## config.mk

```make
export PLATFORM = sky130hd
export DESIGN_NAME = statement_completeness_checker_core
export DESIGN_NICKNAME = d
export VERILOG_FILES = /design/src/hdl/scc_pkg.sv /design/src/hdl/scc_cell.sv /design/src/hdl/statement_completeness_checker_core.sv
export SDC_FILE = /design/constraint.sdc
export NUM_CORES = 1
export LEC_CHECK = 0
export BUFFER_PORTS_ARGS = -buffer_cell sky130_fd_sc_hd__clkbuf_2
export CAP_MARGIN = 0
export CORE_MARGIN = 3
export CORE_UTILIZATION = 62
export CTS_CLUSTER_SIZE = 24
export DETAILED_ROUTE_END_ITERATION = 10
export PLACE_DENSITY = 0.8
export SLEW_MARGIN = 15
export SYNTH_ARGS = -nofsm -noshare
export SYNTH_HDL_FRONTEND = slang
export SYNTH_SLANG_ARGS = --single-unit
```

## constraint.sdc

```tcl
create_clock -name clk -period 5.9 [get_ports clk]
set_clock_uncertainty 0.2 [all_clocks]
set_input_delay 0.295 -clock clk [delete_from_list [all_inputs] [get_ports clk]]
set_output_delay 0.295 -clock clk [all_outputs]
set_load 0.02 [all_outputs]
```

## src/hdl/scc_pkg.sv

```systemverilog
`default_nettype none

package scc_pkg;

  localparam int STACK_DEPTH = 64;
  localparam int LEVEL_W     = $clog2(STACK_DEPTH + 1);

  // token classes
  localparam logic [1:0] KIND_PUNCT  = 2'd1;
  localparam logic [1:0] KIND_ASSIGN = 2'd2;

  // punctuation codes
  localparam logic [2:0] P_LPAREN = 3'd1;
  localparam logic [2:0] P_LBRACE = 3'd2;
  localparam logic [2:0] P_LBRACK = 3'd3;
  localparam logic [2:0] P_RPAREN = 3'd4;
  localparam logic [2:0] P_RBRACE = 3'd5;
  localparam logic [2:0] P_RBRACK = 3'd6;
  localparam logic [2:0] P_SEMI   = 3'd7;

  // stack entry with no opener
  localparam logic [1:0] OPEN_NONE = 2'd0;

  typedef enum logic [2:0] {
    V_TERM     = 3'd0,
    V_COMPLETE = 3'd1,
    V_UNBAL    = 3'd2,
    V_DANGLE   = 3'd3,
    V_OVERFLOW = 3'd4
  } verdict_t;

  // shift control for the row of stack cells
  typedef struct packed {
    logic push;
    logic pop;
  } cell_ctl_t;

endpackage

`default_nettype wire

```

## src/hdl/scc_cell.sv

```systemverilog
`default_nettype none

// one stack entry: takes the entry above on push, the one below on pop
module scc_cell (
  input  wire logic              clk,
  input  wire scc_pkg::cell_ctl_t ctl,
  input  wire logic [1:0]        from_up,
  input  wire logic [1:0]        from_down,
  output logic [1:0]             entry
);

  always_ff @(posedge clk) begin
    if (ctl.push) begin
      entry <= from_up;
    end else if (ctl.pop) begin
      entry <= from_down;
    end
  end

endmodule

`default_nettype wire

```

## src/hdl/statement_completeness_checker_core.sv

```systemverilog
// statement completeness checker
//
// input channel s_*: one lexed token per item. s_tdata packs kind, punct_code
// and is_inc_dec; s_tlast marks the final token of a sequence. only the
// final token produces a result item.
// output channel m_*: one verdict item per sequence, m_tdata packs complete
// and verdict.
//
// throughput: one token per cycle while s_tready is high. the bracket stack is
// a row of identical cells that shift down on a push and up on a pop, so the
// only entry ever compared is the one in the first cell and every token
// finishes its stack update in the cycle it is accepted.
// result: the verdict is registered in the output register, or in the skid
// entry while an earlier verdict is stalled, when the last token is accepted.
// stall: an output register plus one skid entry sit on the result side.
// tokens keep flowing while a verdict waits; s_tready drops only once a
// second verdict is parked behind a stalled one.
// reset: level, mismatch and overflow flags and both output entries clear;
// stack cells hold no reset and are only read below the level. all sequence
// state also clears after each verdict.
`default_nettype none

module statement_completeness_checker_core (
  input  wire logic       clk,
  input  wire logic       rst,
  // token input
  input  wire logic       s_tvalid,
  output logic            s_tready,
  input  wire logic [7:0] s_tdata,   // [1:0] kind, [4:2] punct_code, [5] is_inc_dec
  input  wire logic       s_tlast,   // last_token
  // verdict output
  output logic            m_tvalid,
  input  wire logic       m_tready,
  output logic [7:0]      m_tdata    // [0] complete, [3:1] verdict
);

  localparam int DEPTH = scc_pkg::STACK_DEPTH;
  localparam int LW    = scc_pkg::LEVEL_W;

  // input fields
  logic [1:0] kind;
  logic [2:0] punct_code;
  logic       is_inc_dec;
  logic       in_acc;

  assign kind       = s_tdata[1:0];
  assign punct_code = s_tdata[4:2];
  assign is_inc_dec = s_tdata[5];
  assign in_acc     = s_tvalid && s_tready;

  // sequence state
  logic [LW-1:0] level, level_next;
  logic          mismatch, mismatch_next;
  logic          overflow, overflow_next;

  // stack cells, index 0 is the top
  logic [1:0]         cells [DEPTH];
  scc_pkg::cell_ctl_t ctl;

  // token decode
  logic is_punct, is_opener, is_closer, frozen, full, empty, top_match;

  always_comb begin
    is_punct  = (kind == scc_pkg::KIND_PUNCT);
    is_opener = is_punct && (punct_code == scc_pkg::P_LPAREN ||
                             punct_code == scc_pkg::P_LBRACE ||
                             punct_code == scc_pkg::P_LBRACK);
    is_closer = is_punct && (punct_code == scc_pkg::P_RPAREN ||
                             punct_code == scc_pkg::P_RBRACE ||
                             punct_code == scc_pkg::P_RBRACK);
    frozen    = mismatch || overflow;
    full      = (level == LW'(DEPTH));
    empty     = (level == '0);
    // closer code minus three gives its opener
    top_match = (cells[0] == 2'(punct_code - 3'd3));
  end

  // stack update
  always_comb begin
    ctl.push      = 1'b0;
    ctl.pop       = 1'b0;
    level_next    = level;
    mismatch_next = mismatch;
    overflow_next = overflow;
    if (in_acc && !frozen) begin
      if (is_opener) begin
        if (full) begin
          overflow_next = 1'b1;
        end else begin
          ctl.push   = 1'b1;
          level_next = level + 1'b1;
        end
      end else if (is_closer) begin
        if (empty || !top_match) begin
          mismatch_next = 1'b1;
        end else begin
          ctl.pop    = 1'b1;
          level_next = level - 1'b1;
        end
      end
    end
  end

  // verdict for the final token, from the state after its own bracket effect
  scc_pkg::verdict_t verdict;
  logic              complete;

  always_comb begin
    if (overflow_next) begin
      verdict = scc_pkg::V_OVERFLOW;
    end else if (mismatch_next || level_next != '0) begin
      verdict = scc_pkg::V_UNBAL;
    end else if (is_punct && (punct_code == scc_pkg::P_SEMI ||
                              punct_code == scc_pkg::P_RBRACE ||
                              punct_code == scc_pkg::P_LBRACE)) begin
      verdict = scc_pkg::V_TERM;
    end else if (kind == scc_pkg::KIND_ASSIGN && !is_inc_dec) begin
      verdict = scc_pkg::V_DANGLE;
    end else begin
      verdict = scc_pkg::V_COMPLETE;
    end
    complete = (verdict == scc_pkg::V_TERM) || (verdict == scc_pkg::V_COMPLETE);
  end

  // sequence state registers, cleared after every verdict
  always_ff @(posedge clk) begin
    if (rst) begin
      level    <= '0;
      mismatch <= 1'b0;
      overflow <= 1'b0;
    end else if (in_acc && s_tlast) begin
      level    <= '0;
      mismatch <= 1'b0;
      overflow <= 1'b0;
    end else begin
      level    <= level_next;
      mismatch <= mismatch_next;
      overflow <= overflow_next;
    end
  end

  // row of stack cells
  for (genvar i = 0; i < DEPTH; i++) begin : g_cell
    logic [1:0] up, down;
    if (i == 0) begin : g_top
      assign up = punct_code[1:0];
    end else begin : g_mid
      assign up = cells[i-1];
    end
    if (i == DEPTH - 1) begin : g_bot
      assign down = scc_pkg::OPEN_NONE;
    end else begin : g_above
      assign down = cells[i+1];
    end
    scc_cell u_cell (
      .clk       (clk),
      .ctl       (ctl),
      .from_up   (up),
      .from_down (down),
      .entry     (cells[i])
    );
  end

  // output register with one skid entry
  logic       res_new;
  logic [3:0] res_data;
  logic       out_valid, skid_valid;
  logic [3:0] out_data, skid_data;

  assign res_new  = in_acc && s_tlast;
  assign res_data = {verdict, complete};

  always_ff @(posedge clk) begin
    if (rst) begin
      out_valid  <= 1'b0;
      skid_valid <= 1'b0;
    end else if (!out_valid || m_tready) begin
      if (skid_valid) begin
        out_valid  <= 1'b1;
        skid_valid <= 1'b0;
      end else begin
        out_valid <= res_new;
      end
    end else if (res_new) begin
      skid_valid <= 1'b1;
    end
  end

  always_ff @(posedge clk) begin
    if (!out_valid || m_tready) begin
      out_data <= skid_valid ? skid_data : res_data;
    end else if (res_new) begin
      skid_data <= res_data;
    end
  end

  assign s_tready = !skid_valid;
  assign m_tvalid = out_valid;
  assign m_tdata  = {4'b0000, out_data};

endmodule

`default_nettype wire

```

# Word-level counts from Yosys, hierarchy flattened
# Cells that the tools add are included.
# Widths: inputs -> output; s select.
# classes
n_addsub	3
n_eq_ne	12
muxes	152
bitwise_logic	1
n_reduce_logical	30
# ops
op	count
$mux 2	132
$mux 7	5
$mux 1	13
$eq 3x3->1 const B	4
$logic_or 1x1->1	11
$add 7x1->7 const B	1
$eq 7x7->1 const B	1
$logic_and 1x1->1	7
$logic_not 7->1	1
$reduce_bool 7->1	1
$sub 7x1->7 const B	1
$eq 3x1->1 const B	2
$eq 3x2->1 const B	2
$logic_not 1->1	5
$mux 4	1
$reduce_or 2->1	2
$logic_not 3->1	1
$mux 3	1
$eq 2x1->1 const B	1
$eq 2x2->1	1
$eq 2x2->1 const B	1
$reduce_and 2->1	1
$reduce_bool 2->1	1
$sub 2x2->2 const B	1
$not 1->1	1
# word_totals
regBits	147
inputBits	13
out_inout_bits	10

# Logic depth before layout (Yosys ltp)
# logic_depth
word_depth	15
ltp_mapped	11
ltp_nobuf	10

# By module
# A second synthesis with hierarchy kept.
# unflattened
hier_cells	468
area_unflattened_um2	7053.0
# by_module_without_submodules
module	instances	cells_each	area_per_inst_um2	seq_area_each_um2
scc_cell	64	5	88.8	60.1
statement_completeness_checker_core	1	148	1367.6	460.4

# Worst setup path after synthesis
# No wires, ideal clock.
# synth_timing
kind	input-to-reg
start	input port s_tdata[2]
end	register out_data[2], data pin
setup_time_ps	256
t_arrival_ps	3878
required_time_ps	5444
path_slack_ps	1566
path_stages	9
n_path_buf	0
cell_sequence	inv_1 ha_1 xor2_1 nor4_1 o221a_2 xnor2_2 nor4_2 nand3_1 a22o_1
# synth_via
elab_chain_cells	13
word_cells_on_any_way	36
cone_classes	add/sub: 1; eq/ne: 8; mux: 14; reduce/logical: 13
# synth_lines
element	line	source
start, declared	statement_completeness_checker_core.sv:29	input wire logic [7:0] s_tdata,
$sub 2x2->2	statement_completeness_checker_core.sv:75	top_match = (cells[0] == 2'(punct_code - 3'd3));
$eq 2x2->1	statement_completeness_checker_core.sv:75	
$logic_not 1->1	statement_completeness_checker_core.sv:94	if (empty || !top_match) begin
$logic_or 1x1->1	statement_completeness_checker_core.sv:94	
$mux 7	statement_completeness_checker_core.sv:94	
$mux 7	statement_completeness_checker_core.sv:93	end else if (is_closer) begin
$mux 7	statement_completeness_checker_core.sv:86	if (is_opener) begin
$mux 7	statement_completeness_checker_core.sv:85	if (in_acc && !frozen) begin
$reduce_bool 7->1	statement_completeness_checker_core.sv:111	end else if (mismatch_next || level_next != '0) begin
$logic_or 1x1->1	statement_completeness_checker_core.sv:111	
$mux 2	statement_completeness_checker_core.sv:111	
$mux 3 (*)	statement_completeness_checker_core.sv:109	if (overflow_next) begin
$mux 4 (*)	statement_completeness_checker_core.sv:191	out_data <= skid_valid ? skid_data : res_data;
end signal, assigned	statement_completeness_checker_core.sv:191	
end, declared	statement_completeness_checker_core.sv:168	logic [3:0] out_data, skid_data;
# Mark *: on every way between the ends. The rest lies on a longest branch, timed or not.
# A chain may end at the register's enable or synchronous reset.

# Worst setup path in the final report
# layout_timing
start	input port s_tdata[2]
end	register g_cell[17].u_cell.entry[1] (enable)
# layout_via
elab_chain_cells	9
word_cells_on_any_way	22
cone_classes	add/sub: 1; eq/ne: 7; mux: 5; reduce/logical: 9
# layout_lines
element	line	source
$sub 2x2->2	statement_completeness_checker_core.sv:75	
$eq 2x2->1	statement_completeness_checker_core.sv:75	
$logic_not 1->1	statement_completeness_checker_core.sv:94	
$logic_or 1x1->1	statement_completeness_checker_core.sv:94	
$mux 1	statement_completeness_checker_core.sv:94	
$mux 1	statement_completeness_checker_core.sv:93	
$mux 1	statement_completeness_checker_core.sv:86	
$mux 2 (*)	statement_completeness_checker_core.sv:85	
$reduce_bool 2->1 (no line) (*)	n/a	
end signal, assigned	scc_cell.sv:14	entry <= from_up;
end signal, assigned	scc_cell.sv:16	entry <= from_down;
end, declared	scc_cell.sv:9	output logic [1:0] entry
# Marks and branches as above.

==> out/metrics.csv <==
stage,metric,value,unit
run_status,outcome,completed,
clock_network,Clock Tree Buf Depth,2,
detailed_routing,Initial DRC Count,278,
setup_path,FF-to-FF path depth,3,
placed_design,Routability Congestion,0.864,
logic_synthesis,Synth Warn #,0,
placed_design,dpl cell area,6860,µm²
timing,Max Fclk,252,MHz
timing,Final Hold Slack,0.0529,ns
power,Sw Share,19.5,%
detailed_routing,Routed Antenna Nets,0,
floorplan,# rows,37,
setup_path,Critical Path Source Type,primary input,
global_route,initial antenna violation count,0,
setup_path,Worst Path Buf+Inv,4,
clock_network,Num CTS Buffers,17,
placed_design,Placed Cells,552,
clock_network,H-tree depth reported by CTS,4,
power,Seq pwr share,52.0,%
timing,Tcrit/Tclk final,67.4,%
hold_path,worst hold stages,3,
floorplan,Chip Width,110,µm
finish,layout cell share with drive strength beyond 1,40.7,%
finish,Syn-to-layout area delta,11.5,%
detailed_routing,Routed WL,9900,µm
hold_path,Hold Startpoint,s_tdata[5],
setup_path,worst-path cell chain,dlygate4sd3_1 -> clkbuf_2 -> inv_1 -> ha_1 -> xor2_1 -> nor4_1 -> o221a_4 -> buf_4,
power,leak pwr,2.48,nW
logic_synthesis,"Seq/Total Area, Yosys",64.3,%
finish,Finished Cell Area,7460,µm²
floorplan,Die Y,110,µm
detailed_routing,Residual DRC,0,
power,Peak VDD IR,0.000207,V
timing,Final Setup Violations,0,
hold_path,worst hold endpoint,skid_data[2]$_DFFE_PP_,
finish,area of the multi-input gates,2240,µm²
timing,unrepaired setup endpoints after global routing,false,
detailed_routing,routed vias,3459,
timing,worst setup margin,1.93,ns
placed_design,PortBufs,16,
logic_synthesis,main flop type after synthesis,edfxtp_1,
detailed_routing,routed len/inst,16.8,µm
power,internal power,1.76,mW
setup_path,Worst path top cell family by delay,buffers and inverters,
timing,final hold violation count,0,
power,clock network fraction of total power,45.0,%
clock_network,Post CTS Setup Buffer Count,0,
clock_network,CTS tree,done,
floorplan,core box area,10400,µm²
finish,final non-filler cell total,590,
global_route,vias in the first global route,3453,
setup_path,Worst Path Max Fanout,66,
floorplan,Die Footprint,12100,µm²
hold_path,HP Class,primary input to flop,
finish,antenna cell count,0,
global_route,global-route usage over all layers,18.1,%
detailed_routing,Detailed Routing Iterations Pass 1,4,
setup_path,Critical Path AT,3.92,ns
logic_synthesis,"Avg Cell Area, Syn",16.0,µm²
finish,fin nets,460,
placed_design,dpl ws,1.89,ns
setup_path,Critical Path End Type,flop,
power,PnR Total Power,2.18,mW
timing,slew margin rel.,37.1,%
global_route,first-pass GRT wire length,16600,µm
setup_path,CP Class,primary input to flop,
logic_synthesis,Gate Count Post-Synth,419,
logic_synthesis,asr flop ratio synth,0,%
finish,storage element area,4300,µm²
setup_path,worst reg2reg setup slack,2.30,ns
setup_path,"Largest stage delay, worst path",0.96,ns
global_route,grt ovf,0,
logic_synthesis,count of cell types in the netlist,53,
placed_design,post-DP HPWL,5930,µm
setup_path,slowest CP cell,o221a_4,
power,switching pwr,0.424,mW
timing,Slew @ Worst Pin,0.943,ns
setup_path,reg2reg end,g_cell[17].u_cell.entry[1]$_DFFE_PP_,
clock_network,Clock Tree Root,clkbuf_8,
logic_synthesis,post-synthesis cell area,6690,µm²
logic_synthesis,synthesized flop and latch total,147,
power,combinational share of power,3.0,%
clock_network,Worst-path clk slew,0.06,ns
global_route,largest net degree at the start of global routing,129,
timing,fin crit period,3.97,ns
power,PwrDens,292,nW/µm²
logic_synthesis,number of synthesized flops with an enable pin,136,
setup_path,Crit Reg-Reg Startpoint,skid_valid$_SDFFE_PP0P_,
clock_network,clk_lat worst skew,0.51,ns
clock_network,Sink Count,147,
job,max-cap violations,0,
detailed_routing,vias per cell,5.86,
setup_path,Worst EP required,5.84,ns
timing,Slew Limit Fails,0,
finish,Util after Layout,71.6,%
floorplan,io pins,23,
floorplan,Initial Util,64.2,%
finish,fillers,640,
timing,setup TNS,0,ns
-- registers in the layout (all words and copies together), names as in the netlist --
signal	count
g_cell.u_cell.entry	128
level	7
m_tvalid	1
mismatch	1
out_data	4
overflow	1
skid_data	4
skid_valid	1
-- layout make-up --
type / count / area share (%)
repair buffers: 24 / 2.25
multi-input cells: 242 / 30.1
well taps: 136 / 2.28
clock inverters: 12 / 1.54
inverters: 9 / 0.453
flip-flops and latches: 147 / 57.7
clock buffers: 20 / 5.70
-- worst max path at each step --
stage / from / slack [ns] / depth (start not counted) / to
5_1_grt: s_tdata[2] / 1.62 / 11 / out_data[2]$_DFFE_PP_
4_1_cts: s_tdata[2] / 1.95 / 8 / g_cell[16].u_cell.entry[1]$_DFFE_PP_
2_1_floorplan: s_tdata[2] / 1.57 / 9 / out_data[2]$_DFFE_PP_
3_5_place_dp: s_tdata[2] / 1.89 / 7 / g_cell[53].u_cell.entry[1]$_DFFE_PP_
3_3_place_gp: s_tdata[2] / 2.02 / 7 / g_cell[53].u_cell.entry[1]$_DFFE_PP_
6_report: s_tdata[2] / 1.93 / 8 / g_cell[17].u_cell.entry[1]$_DFFE_PP_
-- kinds of logic (layout without fill, tap and decap cells) --
| kind of cell | count (synthesis) | count (layout) | synth area share [%] |
|---|---|---|---|
| DFF | 147 | 147 | 64.3 |
| muxes | 129 | 129 | 21.8 |
| and+or+nand+nor | 75 | 75 | 6.94 |
| buffers and inverters | 33 | 65 | 2.56 |
| AOI/OAI and AO/OA | 24 | 24 | 2.60 |
| adders and majority gates | 6 | 6 | 1.12 |
| xor gates and xnor gates | 4 | 4 | 0.636 |
| other | 1 | 4 | 0.0561 |
-- power groups by stage --
stage                     Combinational (mW)  Sequential [mW]  Clock [mW]
after global placement                0.0602             1.15           0
after detailed placement              0.0624             1.16           0
after floorplan                       0.0471             1.16           0
after global routing                  0.0724             1.13        1.04
after CTS                             0.0657             1.13        1.00
final                                 0.0658             1.13       0.980
-- placed cells by master (no fill, tap or decap), types with 4 or more instances in the layout --
master         count
conb_1             4
dfxtp_1           11
a21oi_1            7
nand3_1            4
inv_1              9
ha_1               6
and3_1             4
nand2_1            9
dlygate4sd3_1      6
and2_1             5
mux2_2           127
nor4_1             4
clkbuf_2          16
nor2_1            15
nand4_1            6
nor3_1             5
edfxtp_1         136
a31oi_1            5
clkbuf_16         16
clkinv_2           4
-- per-layer routing --
metal	track usage (%)	vias up	wire [µm]
met2	28.6	79	4860
met4	9.44	0	154
met3	4.17	12	399
li1	-	1677	-
met1	23.6	1691	4490
met5	0	-	0
-- worst min-delay path, delay by kind of cell --
family	cells	cell delay, ns
AOI/OAI and AO/OA	1	0.09
buffers and inverters	1	0.09
and+or+nand+nor	1	0.11
-- repair_timing --
item,CTS,global route
hold buffers,6,0
endpoints found under the hold margin,4,0
gates resized for setup,0,0
-- synth_stat cells (all sizes together), types with 2 or more instances --
library cell,count,area (µm²)
xnor2,3,33.8
nor3,5,25.0
nor2,16,60.1
clkbuf,12,45.0
a211oi,4,40.0
and4,2,17.5
dfxtp,11,220
nor2b,2,12.5
nand2,9,33.8
nor3b,2,15.0
and3,5,36.3
nand3,4,20.0
mux2,128,1450
nand2b,2,12.5
edfxtp,136,4080
nor4b,2,23.8
a31oi,5,31.3
buf,12,92.6
and2,6,38.8
nand4,7,50.1
or3,2,17.5
ha,6,75.1
inv,9,33.8
nand3b,2,15.0
a21oi,7,35.0
nor4,6,58.8
Note: power is estimated with default switching activity, not from simulation.
